## src/rtl/wfr_pkg.sv

```systemverilog
// ---------------------------------------------------------------------------
// wfr_pkg
// Shared types, register map and reset values for the Wiegand frame receiver.
// ---------------------------------------------------------------------------
package wfr_pkg;

    localparam int MAX_FRAME_BITS_DEF = 64;

    localparam int FB_W   = 7;
    localparam int TICK_W = 24;
    localparam int ADDR_W = 4;
    localparam int DATA_W = 32;

    localparam logic [FB_W-1:0]   FRAME_BITS_RST    = 7'd44;
    localparam logic [TICK_W-1:0] TIMEOUT_TICKS_RST = 24'd50000;
    localparam logic [TICK_W-1:0] HOLDOFF_TICKS_RST = 24'd500000;

    typedef enum logic [1:0] {
        REG_FRAME_BITS    = 2'd0,
        REG_TIMEOUT_TICKS = 2'd1,
        REG_HOLDOFF_TICKS = 2'd2,
        REG_RESERVED      = 2'd3
    } reg_idx_t;

    typedef struct packed {
        logic [FB_W-1:0]   frame_bits;
        logic [TICK_W-1:0] timeout_ticks;
        logic [TICK_W-1:0] holdoff_ticks;
    } cfg_t;

    typedef struct packed {
        logic valid;
        logic timed_out;
    } res_t;

endpackage

```

## src/rtl/wiegand_frame_receiver.sv

```systemverilog
// ---------------------------------------------------------------------------
// wiegand_frame_receiver
// Wiegand line sampler: packs frames, reports timeouts, holds off after one.
// ---------------------------------------------------------------------------
//  channel   direction  handshake            payload
//  in        sink       in_valid / in_stall  zero_line, one_line
//  out       source     out_valid/out_stall  frame_value, timed_out
//  cfg       APB slave  psel/penable/pready  paddr, pwdata, prdata
//
//  One sample per cycle unless in_stall; its result is registered.
//  The frame state machine updates once per accepted transaction.
//  in_stall rises only while the skid stage holds a result behind a stalled
//  output register, so two results may queue before input stalls.
//  Reset loads config defaults, clears valid flags and idles the receiver.
// ---------------------------------------------------------------------------
module wiegand_frame_receiver
    import wfr_pkg::*;
#(
    parameter int MAX_FRAME_BITS = MAX_FRAME_BITS_DEF
)
(
    input  logic                      clk,
    input  logic                      rst_n,
    input  logic                      in_valid,
    output logic                      in_stall,
    input  logic                      zero_line,
    input  logic                      one_line,
    output logic                      out_valid,
    input  logic                      out_stall,
    output logic [MAX_FRAME_BITS-1:0] frame_value,
    output logic                      timed_out,
    input  logic                      psel,
    input  logic                      penable,
    input  logic                      pwrite,
    input  logic [ADDR_W-1:0]         paddr,
    input  logic [DATA_W-1:0]         pwdata,
    output logic [DATA_W-1:0]         prdata,
    output logic                      pready
);

    cfg_t                      cfg;
    res_t                      res;
    logic [MAX_FRAME_BITS-1:0] res_value;
    logic                      full;
    logic                      accept;

    assign in_stall = full;
    assign accept   = in_valid && !full;

    wfr_cfg u_cfg (
        .clk     (clk),
        .rst_n   (rst_n),
        .psel    (psel),
        .penable (penable),
        .pwrite  (pwrite),
        .paddr   (paddr),
        .pwdata  (pwdata),
        .prdata  (prdata),
        .pready  (pready),
        .cfg     (cfg)
    );

    wfr_core #(
        .MAX_FRAME_BITS (MAX_FRAME_BITS)
    ) u_core (
        .clk       (clk),
        .rst_n     (rst_n),
        .accept    (accept),
        .zero_line (zero_line),
        .one_line  (one_line),
        .cfg       (cfg),
        .res       (res),
        .res_value (res_value)
    );

    wfr_out_buf #(
        .MAX_FRAME_BITS (MAX_FRAME_BITS)
    ) u_out_buf (
        .clk         (clk),
        .rst_n       (rst_n),
        .res         (res),
        .res_value   (res_value),
        .full        (full),
        .out_valid   (out_valid),
        .out_stall   (out_stall),
        .frame_value (frame_value),
        .timed_out   (timed_out)
    );

endmodule

```

## src/rtl/wfr_cfg.sv

```systemverilog
// ---------------------------------------------------------------------------
// wfr_cfg
// APB register file holding frame length, timeout and holdoff settings.
// ---------------------------------------------------------------------------
module wfr_cfg
    import wfr_pkg::*;
(
    input  logic              clk,
    input  logic              rst_n,
    input  logic              psel,
    input  logic              penable,
    input  logic              pwrite,
    input  logic [ADDR_W-1:0] paddr,
    input  logic [DATA_W-1:0] pwdata,
    output logic [DATA_W-1:0] prdata,
    output logic              pready,
    output cfg_t              cfg
);

    cfg_t     cfg_reg;
    reg_idx_t idx;
    logic     wr_en;

    assign idx    = reg_idx_t'(paddr[ADDR_W-1:2]);
    assign wr_en  = psel && penable && pwrite;
    assign pready = 1'b1;
    assign cfg    = cfg_reg;

    always_ff @(posedge clk or negedge rst_n)
    begin
        if (!rst_n)
        begin
            cfg_reg.frame_bits    <= FRAME_BITS_RST;
            cfg_reg.timeout_ticks <= TIMEOUT_TICKS_RST;
            cfg_reg.holdoff_ticks <= HOLDOFF_TICKS_RST;
        end
        else if (wr_en)
        begin
            unique case (idx)
                REG_FRAME_BITS:    cfg_reg.frame_bits    <= pwdata[FB_W-1:0];
                REG_TIMEOUT_TICKS: cfg_reg.timeout_ticks <= pwdata[TICK_W-1:0];
                REG_HOLDOFF_TICKS: cfg_reg.holdoff_ticks <= pwdata[TICK_W-1:0];
                default:           ;
            endcase
        end
    end

    always_comb
    begin
        unique case (idx)
            REG_FRAME_BITS:    prdata = DATA_W'(cfg_reg.frame_bits);
            REG_TIMEOUT_TICKS: prdata = DATA_W'(cfg_reg.timeout_ticks);
            REG_HOLDOFF_TICKS: prdata = DATA_W'(cfg_reg.holdoff_ticks);
            default:           prdata = '0;
        endcase
    end

endmodule

```

## src/rtl/wfr_core.sv

```systemverilog
// ---------------------------------------------------------------------------
// wfr_core
// Frame state machine: bit shifting, frame timer, release wait and holdoff.
// ---------------------------------------------------------------------------
module wfr_core
    import wfr_pkg::*;
#(
    parameter int MAX_FRAME_BITS = MAX_FRAME_BITS_DEF
)
(
    input  logic                      clk,
    input  logic                      rst_n,
    input  logic                      accept,
    input  logic                      zero_line,
    input  logic                      one_line,
    input  cfg_t                      cfg,
    output res_t                      res,
    output logic [MAX_FRAME_BITS-1:0] res_value
);

    localparam int BC_W = $clog2(MAX_FRAME_BITS + 1);
    localparam logic [FB_W-1:0] MAX_FB = FB_W'(MAX_FRAME_BITS);
    localparam logic [BC_W-1:0] MAX_BC = BC_W'(MAX_FRAME_BITS);

    typedef enum logic [1:0] {
        PH_IDLE,
        PH_WAIT_LOW,
        PH_RELEASE,
        PH_HOLDOFF
    } phase_t;

    phase_t                    phase_reg, phase_next;
    logic [MAX_FRAME_BITS-1:0] shift_reg, shift_next;
    logic [BC_W-1:0]           count_reg, count_next;
    logic [TICK_W-1:0]         tick_reg, tick_next;

    logic                      any_low;
    logic                      new_bit;
    logic [TICK_W-1:0]         tick_inc;
    logic [BC_W-1:0]           count_inc;
    logic [FB_W-1:0]           fb_lim;
    logic [BC_W-1:0]           need_bits;
    logic                      hold_done;

    assign any_low   = !zero_line || !one_line;
    assign new_bit   = zero_line;
    assign tick_inc  = (tick_reg == '1) ? tick_reg : tick_reg + 1'b1;
    assign count_inc = (count_reg < MAX_BC) ? count_reg + 1'b1 : count_reg;
    assign hold_done = (tick_reg >= cfg.holdoff_ticks);

    always_comb
    begin
        if (cfg.frame_bits == '0)
            fb_lim = FB_W'(1);
        else if (cfg.frame_bits > MAX_FB)
            fb_lim = MAX_FB;
        else
            fb_lim = cfg.frame_bits;
    end

    assign need_bits = BC_W'(fb_lim);

    always_comb
    begin
        phase_next    = phase_reg;
        shift_next    = shift_reg;
        count_next    = count_reg;
        tick_next     = tick_reg;
        res.valid     = 1'b0;
        res.timed_out = 1'b0;
        res_value     = shift_reg;

        unique case (phase_reg) inside
            PH_IDLE, PH_HOLDOFF:
            begin
                if (phase_reg == PH_HOLDOFF && !hold_done)
                begin
                    tick_next = tick_reg + 1'b1;
                end
                else
                begin
                    phase_next = PH_IDLE;
                    tick_next  = '0;
                    if (any_low)
                    begin
                        shift_next = {{(MAX_FRAME_BITS-1){1'b0}}, new_bit};
                        count_next = BC_W'(1);
                        phase_next = PH_RELEASE;
                    end
                end
            end
            PH_WAIT_LOW, PH_RELEASE:
            begin
                tick_next = tick_inc;
                if (tick_inc >= cfg.timeout_ticks)
                begin
                    res.valid     = 1'b1;
                    res.timed_out = 1'b1;
                    res_value     = '0;
                    shift_next    = '0;
                    count_next    = '0;
                    tick_next     = '0;
                    phase_next    = PH_HOLDOFF;
                end
                else if (phase_reg == PH_WAIT_LOW)
                begin
                    if (any_low)
                    begin
                        shift_next = {shift_reg[MAX_FRAME_BITS-2:0], new_bit};
                        count_next = count_inc;
                        phase_next = PH_RELEASE;
                    end
                end
                else if (!any_low)
                begin
                    if (count_reg >= need_bits)
                    begin
                        res.valid  = 1'b1;
                        shift_next = '0;
                        count_next = '0;
                        tick_next  = '0;
                        phase_next = PH_IDLE;
                    end
                    else
                    begin
                        phase_next = PH_WAIT_LOW;
                    end
                end
            end
            default:
            begin
                phase_next = PH_IDLE;
            end
        endcase

        if (!accept)
            res.valid = 1'b0;
    end

    always_ff @(posedge clk or negedge rst_n)
    begin
        if (!rst_n)
        begin
            phase_reg <= PH_IDLE;
            shift_reg <= '0;
            count_reg <= '0;
            tick_reg  <= '0;
        end
        else if (accept)
        begin
            phase_reg <= phase_next;
            shift_reg <= shift_next;
            count_reg <= count_next;
            tick_reg  <= tick_next;
        end
    end

endmodule

```

## src/rtl/wfr_out_buf.sv

```systemverilog
// ---------------------------------------------------------------------------
// wfr_out_buf
// Result register with a skid stage; decouples output stall from input.
// ---------------------------------------------------------------------------
module wfr_out_buf
    import wfr_pkg::*;
#(
    parameter int MAX_FRAME_BITS = MAX_FRAME_BITS_DEF
)
(
    input  logic                      clk,
    input  logic                      rst_n,
    input  res_t                      res,
    input  logic [MAX_FRAME_BITS-1:0] res_value,
    output logic                      full,
    output logic                      out_valid,
    input  logic                      out_stall,
    output logic [MAX_FRAME_BITS-1:0] frame_value,
    output logic                      timed_out
);

    logic                      out_valid_reg;
    logic [MAX_FRAME_BITS-1:0] out_value_reg;
    logic                      out_to_reg;
    logic                      skid_valid_reg;
    logic [MAX_FRAME_BITS-1:0] skid_value_reg;
    logic                      skid_to_reg;
    logic                      out_free;

    assign out_free    = !out_valid_reg || !out_stall;
    assign full        = skid_valid_reg;
    assign out_valid   = out_valid_reg;
    assign frame_value = out_value_reg;
    assign timed_out   = out_to_reg;

    always_ff @(posedge clk or negedge rst_n)
    begin
        if (!rst_n)
        begin
            out_valid_reg  <= 1'b0;
            skid_valid_reg <= 1'b0;
        end
        else if (out_free)
        begin
            if (skid_valid_reg)
            begin
                out_valid_reg  <= 1'b1;
                skid_valid_reg <= 1'b0;
            end
            else
            begin
                out_valid_reg <= res.valid;
            end
        end
        else if (res.valid)
        begin
            skid_valid_reg <= 1'b1;
        end
    end

    always_ff @(posedge clk)
    begin
        if (out_free)
        begin
            if (skid_valid_reg)
            begin
                out_value_reg <= skid_value_reg;
                out_to_reg    <= skid_to_reg;
            end
            else if (res.valid)
            begin
                out_value_reg <= res_value;
                out_to_reg    <= res.timed_out;
            end
        end
        else if (res.valid)
        begin
            skid_value_reg <= res_value;
            skid_to_reg    <= res.timed_out;
        end
    end

endmodule

```

## config.mk

```make
export PLATFORM = sky130hd
export DESIGN_NAME = wiegand_frame_receiver
export DESIGN_NICKNAME = d
export VERILOG_FILES = /design/src/rtl/wfr_pkg.sv /design/src/rtl/wiegand_frame_receiver.sv /design/src/rtl/wfr_cfg.sv /design/src/rtl/wfr_core.sv /design/src/rtl/wfr_out_buf.sv
export SDC_FILE = /design/constraint.sdc
export NUM_CORES = 1
export LEC_CHECK = 0
export BUFFER_PORTS_ARGS = -buffer_cell sky130_fd_sc_hd__buf_2
export CORE_MARGIN = 1.5
export CORE_UTILIZATION = 45
export CTS_CLUSTER_SIZE = 40
export DETAILED_ROUTE_END_ITERATION = 10
export PLACE_DENSITY = 0.67
export SYNTH_ARGS = -nofsm -noshare
export SYNTH_HDL_FRONTEND = slang
export SYNTH_SLANG_ARGS = --single-unit
```

## constraint.sdc

```tcl
create_clock -name clk -period 6.59 [get_ports clk]
set_input_delay 1.977 -clock clk [delete_from_list [all_inputs] [get_ports clk]]
set_output_delay 1.977 -clock clk [all_outputs]
set_load 0.05 [all_outputs]
```

==> qor.log <==
INFO  status         run_status=finished, final reports clean
INFO  critical_path  setup.worst_path.end_class=flip-flop
INFO  logic_synthesis synth_cell_area=0.0141mm^2
INFO  route          drt_first_pass_iters=7
INFO  timing         timing_max_transition_violations_final=0
INFO  critical_path  timing.critical_path.from_type=flip-flop
INFO  global_routing grt_pass1_wl=50900um
INFO  logic_synthesis async_flop_share=0.542
INFO  timing         finalClockSkew=10.2ps
INFO  timing         timing.slew.headroom=0.252
INFO  global_routing track_usage=0.189
INFO  logic_synthesis post_synthesis_sequential_area_ratio=0.551
INFO  cells_and_area layout.cells.most_common=sky130_fd_sc_hd__nand2_1
INFO  cts            cts_num_sinks=284
INFO  global_routing antenna_found_initial=2
INFO  placement      place.detailed.hpwl=20000um
INFO  cells_and_area multiInputGateArea=0.00549mm^2
INFO  timing         tightest_slew=1110ps
INFO  power_and_ir_drop power.total=5.41mW
INFO  floorplanning  placeableCoreArea=0.0307mm^2
INFO  floorplanning  core.rowCount=64
INFO  floorplanning  die_width=180um
INFO  timing         worst_slack=1140ps
INFO  cells_and_area final_nets=1557
INFO  cells_and_area synthesis_to_layout_area_growth=14.7%
INFO  hold_path      hold_path_startpoint=u_core.shift_reg[47]
INFO  cells_and_area drive_gt1_frac=0.169
INFO  timing         layout_worst_path_cycle_share=0.827
INFO  critical_path  path_max_fanout=43
INFO  floorplanning  start_util=0.459
INFO  timing         timing.hold.ws=516ps
INFO  critical_path  timing.rr.start=u_core.tick_reg[1]
INFO  placement      globalplace.congestion=0.853
INFO  timing         grt_setup_unrepaired=no
INFO  logic_synthesis yosys_warnings=0
INFO  placement      dpl_worst_slack=1180ps
INFO  hold_path      min_delay_worst_endpoint=u_core.shift_reg[48]
INFO  cts            post_cts.resized_instances=0
INFO  floorplanning  io_pins=145
INFO  cts            cts_tree=yes
INFO  cts            cts-buffers-inserted=31
INFO  logic_synthesis synthesis.instances=1351
INFO  critical_path  setup.worst_path.class=reg -> reg
INFO  route          ant_nets=0
INFO  route          dr.first_iter.drc_count=778
INFO  timing         hold_viol_final=0
INFO  placement      io_buffers=125
INFO  run            max-cap-violations=0
INFO  critical_path  rr_endpoint=u_out_buf.frame_value[34]
INFO  logic_synthesis synth_cell_type_count=73
INFO  cells_and_area layout_common_cells=sky130_fd_sc_hd__nand2_1 (240), sky130_fd_sc_hd__dfrtp_1 (137), sky130_fd_sc_hd__edfxtp_1 (130)
INFO  cts            clockBufferDepth=3
INFO  route          detail_route.drc_violations=0
INFO  cts            worstSkewPairLatency=570ps
INFO  logic_synthesis synth-edff-count=130
INFO  critical_path  reg2regPathDepth=17
INFO  logic_synthesis synth_seq_cells=284
INFO  cells_and_area seq_area=0.00778mm^2
INFO  floorplanning  die_height=180um
INFO  cts            cts_root_buffer=sky130_fd_sc_hd__clkbuf_16
INFO  timing         achievable-frequency=183MHz
INFO  power_and_ir_drop max-vdd-ir-drop=0.228mV
INFO  floorplanning  design.die.area=0.0324mm^2
INFO  cts            cts.htree.levels=1
INFO  global_routing number_of_global_route_vias_before_repair=9947
INFO  logic_synthesis ys_flop_type=sky130_fd_sc_hd__dfrtp_1
INFO  timing         time_the_worst_path_needs_with_i_o_delays_and_setup=5450ps
INFO  cts            cts_hold_repair.buffers=0
INFO  route          dr_total_vias=10000
INFO  critical_path  cp-startpoint=u_core.tick_reg[1]
INFO  route          totalWireLength=30100um
INFO  critical_path  data_required_time_of_the_critical_path=6880ps
INFO  timing         timing.final.setup_violations=0
INFO  hold_path      hold_path_depth=2
INFO  cts            clk_pin_slew=60ps
INFO  cells_and_area num-fill-cells=2741
INFO  power_and_ir_drop cellLeakagePower=7.08nW
INFO  global_routing grt_start_max_net_pins=96
INFO  critical_path  critPathArrivalTime=5740ps
INFO  hold_path      worst_min_path_class=reg -> reg
INFO  power_and_ir_drop power.density=334mW/mm^2
INFO  global_routing globalRoute.totalOverflow=0
INFO  cts            post-cts-setup-buffers=0
INFO  timing         timing.setup.tns=0ps
INFO  critical_path  worst-r2r-setup-slack=1140ps
INFO  logic_synthesis syn_area_per_cell=10.4um^2
INFO  route          viasPerCell=5.33
INFO  route          avgRoutedWirePerCell=16.1um
## layout make-up
type,count,share of cell area
Multi-Input combinational cell,860,0.339
Inverter,125,0.0290
Clock buffer,47,0.0547
Timing Repair Buffer,151,0.0573
Antenna cell,2,0.000309
Sequential cell,284,0.481
Clock inverter,11,0.00788
Tap cell,396,0.0306
## metrics by stage
stage | instances | cell area (um^2) | utilization
6_report | 1876 | 16200 | 0.526
5_1_grt | 1875 | 16200 | 0.526
4_1_cts | 1874 | 16200 | 0.526
3_5_place_dp | 1816 | 15200 | 0.493
3_3_place_gp | 1816 | 15200 | 0.493
2_1_floorplan | 1358 | 14100 | -
## critical path: stages, from the launching register on
cell	delay [ps]
sky130_fd_sc_hd__dfrtp_1	450
sky130_fd_sc_hd__ha_1	380
sky130_fd_sc_hd__nand4_4	170
sky130_fd_sc_hd__nor3_4	390
sky130_fd_sc_hd__and2_1	380
sky130_fd_sc_hd__nand2_1	130
sky130_fd_sc_hd__nor2_1	250
sky130_fd_sc_hd__nand3b_1	110
sky130_fd_sc_hd__o21a_1	120
sky130_fd_sc_hd__ha_1	280
sky130_fd_sc_hd__nand4_1	110
sky130_fd_sc_hd__nor4_1	490
sky130_fd_sc_hd__nand2_1	190
sky130_fd_sc_hd__a21oi_1	530
sky130_fd_sc_hd__nor2_1	270
sky130_fd_sc_hd__nor2_4	500
sky130_fd_sc_hd__buf_12	290
sky130_fd_sc_hd__o31ai_1	100
## routing by layer
metal | GRT usage | wire length [um] | vias to the layer above
met5 | 0 | 0 | -
met4 | 0.0545 | 762 | 0
met3 | 0.0319 | 1460 | 43
met2 | 0.313 | 14100 | 263
met1 | 0.256 | 13800 | 4799
li1 | - | - | 4902
## cell usage after synthesis, types with 6 or more instances
master,n,area (um^2)
sky130_fd_sc_hd__ha_1,59,738
sky130_fd_sc_hd__dfstp_2,16,420
sky130_fd_sc_hd__a311oi_1,7,61.3
sky130_fd_sc_hd__nand4_1,7,43.8
sky130_fd_sc_hd__nor2_1,96,360
sky130_fd_sc_hd__a21oi_1,44,220
sky130_fd_sc_hd__buf_4,17,128
sky130_fd_sc_hd__a22o_1,17,149
sky130_fd_sc_hd__o21ai_0,70,350
sky130_fd_sc_hd__buf_2,25,125
sky130_fd_sc_hd__inv_1,125,469
sky130_fd_sc_hd__nand2b_1,6,37.5
sky130_fd_sc_hd__nand3_1,18,90.1
sky130_fd_sc_hd__mux2i_1,73,731
sky130_fd_sc_hd__dfrtp_1,138,3450
sky130_fd_sc_hd__edfxtp_1,130,3900
sky130_fd_sc_hd__nor4_1,7,43.8
sky130_fd_sc_hd__nor3_1,17,85.1
sky130_fd_sc_hd__nor2b_1,6,37.5
sky130_fd_sc_hd__and2_1,7,43.8
sky130_fd_sc_hd__clkbuf_1,45,169
sky130_fd_sc_hd__nand2_1,240,901
sky130_fd_sc_hd__mux2_2,10,113
sky130_fd_sc_hd__and4_1,7,61.3
sky130_fd_sc_hd__o31ai_1,66,495
sky130_fd_sc_hd__and3_1,9,56.3
sky130_fd_sc_hd__xnor2_1,12,105
## report_power, final
part           switching (mW)  internal [mW]
combinational            1.03          0.478
sequential              0.120           2.06
clock                   0.712           1.01
total                    1.86           3.55
## how the worst max path moves through the flow
stage	to	cells past startpoint
2_1_floorplan	u_out_buf.frame_value[0]	17
3_3_place_gp	u_out_buf.frame_value[56]	17
3_5_place_dp	u_out_buf.frame_value[34]	17
4_1_cts	u_out_buf.frame_value[34]	17
5_1_grt	u_out_buf.frame_value[34]	17
6_report	u_out_buf.frame_value[34]	17
## cells by family (layout without fill, tap and decap cells)
kind of cell    Yosys count  after routing  synth area share
compound gates          247            247             0.117
mux                      83             83            0.0598
buf+inv                 214            334            0.0637
simple gates            447            447             0.146
xor+xnor                 15             15           0.00931
other cells               2             11          0.000532
flops                   284            284             0.551
fa+ha+maj                59             59            0.0523
Note: power is estimated with default switching activity, not from simulation.
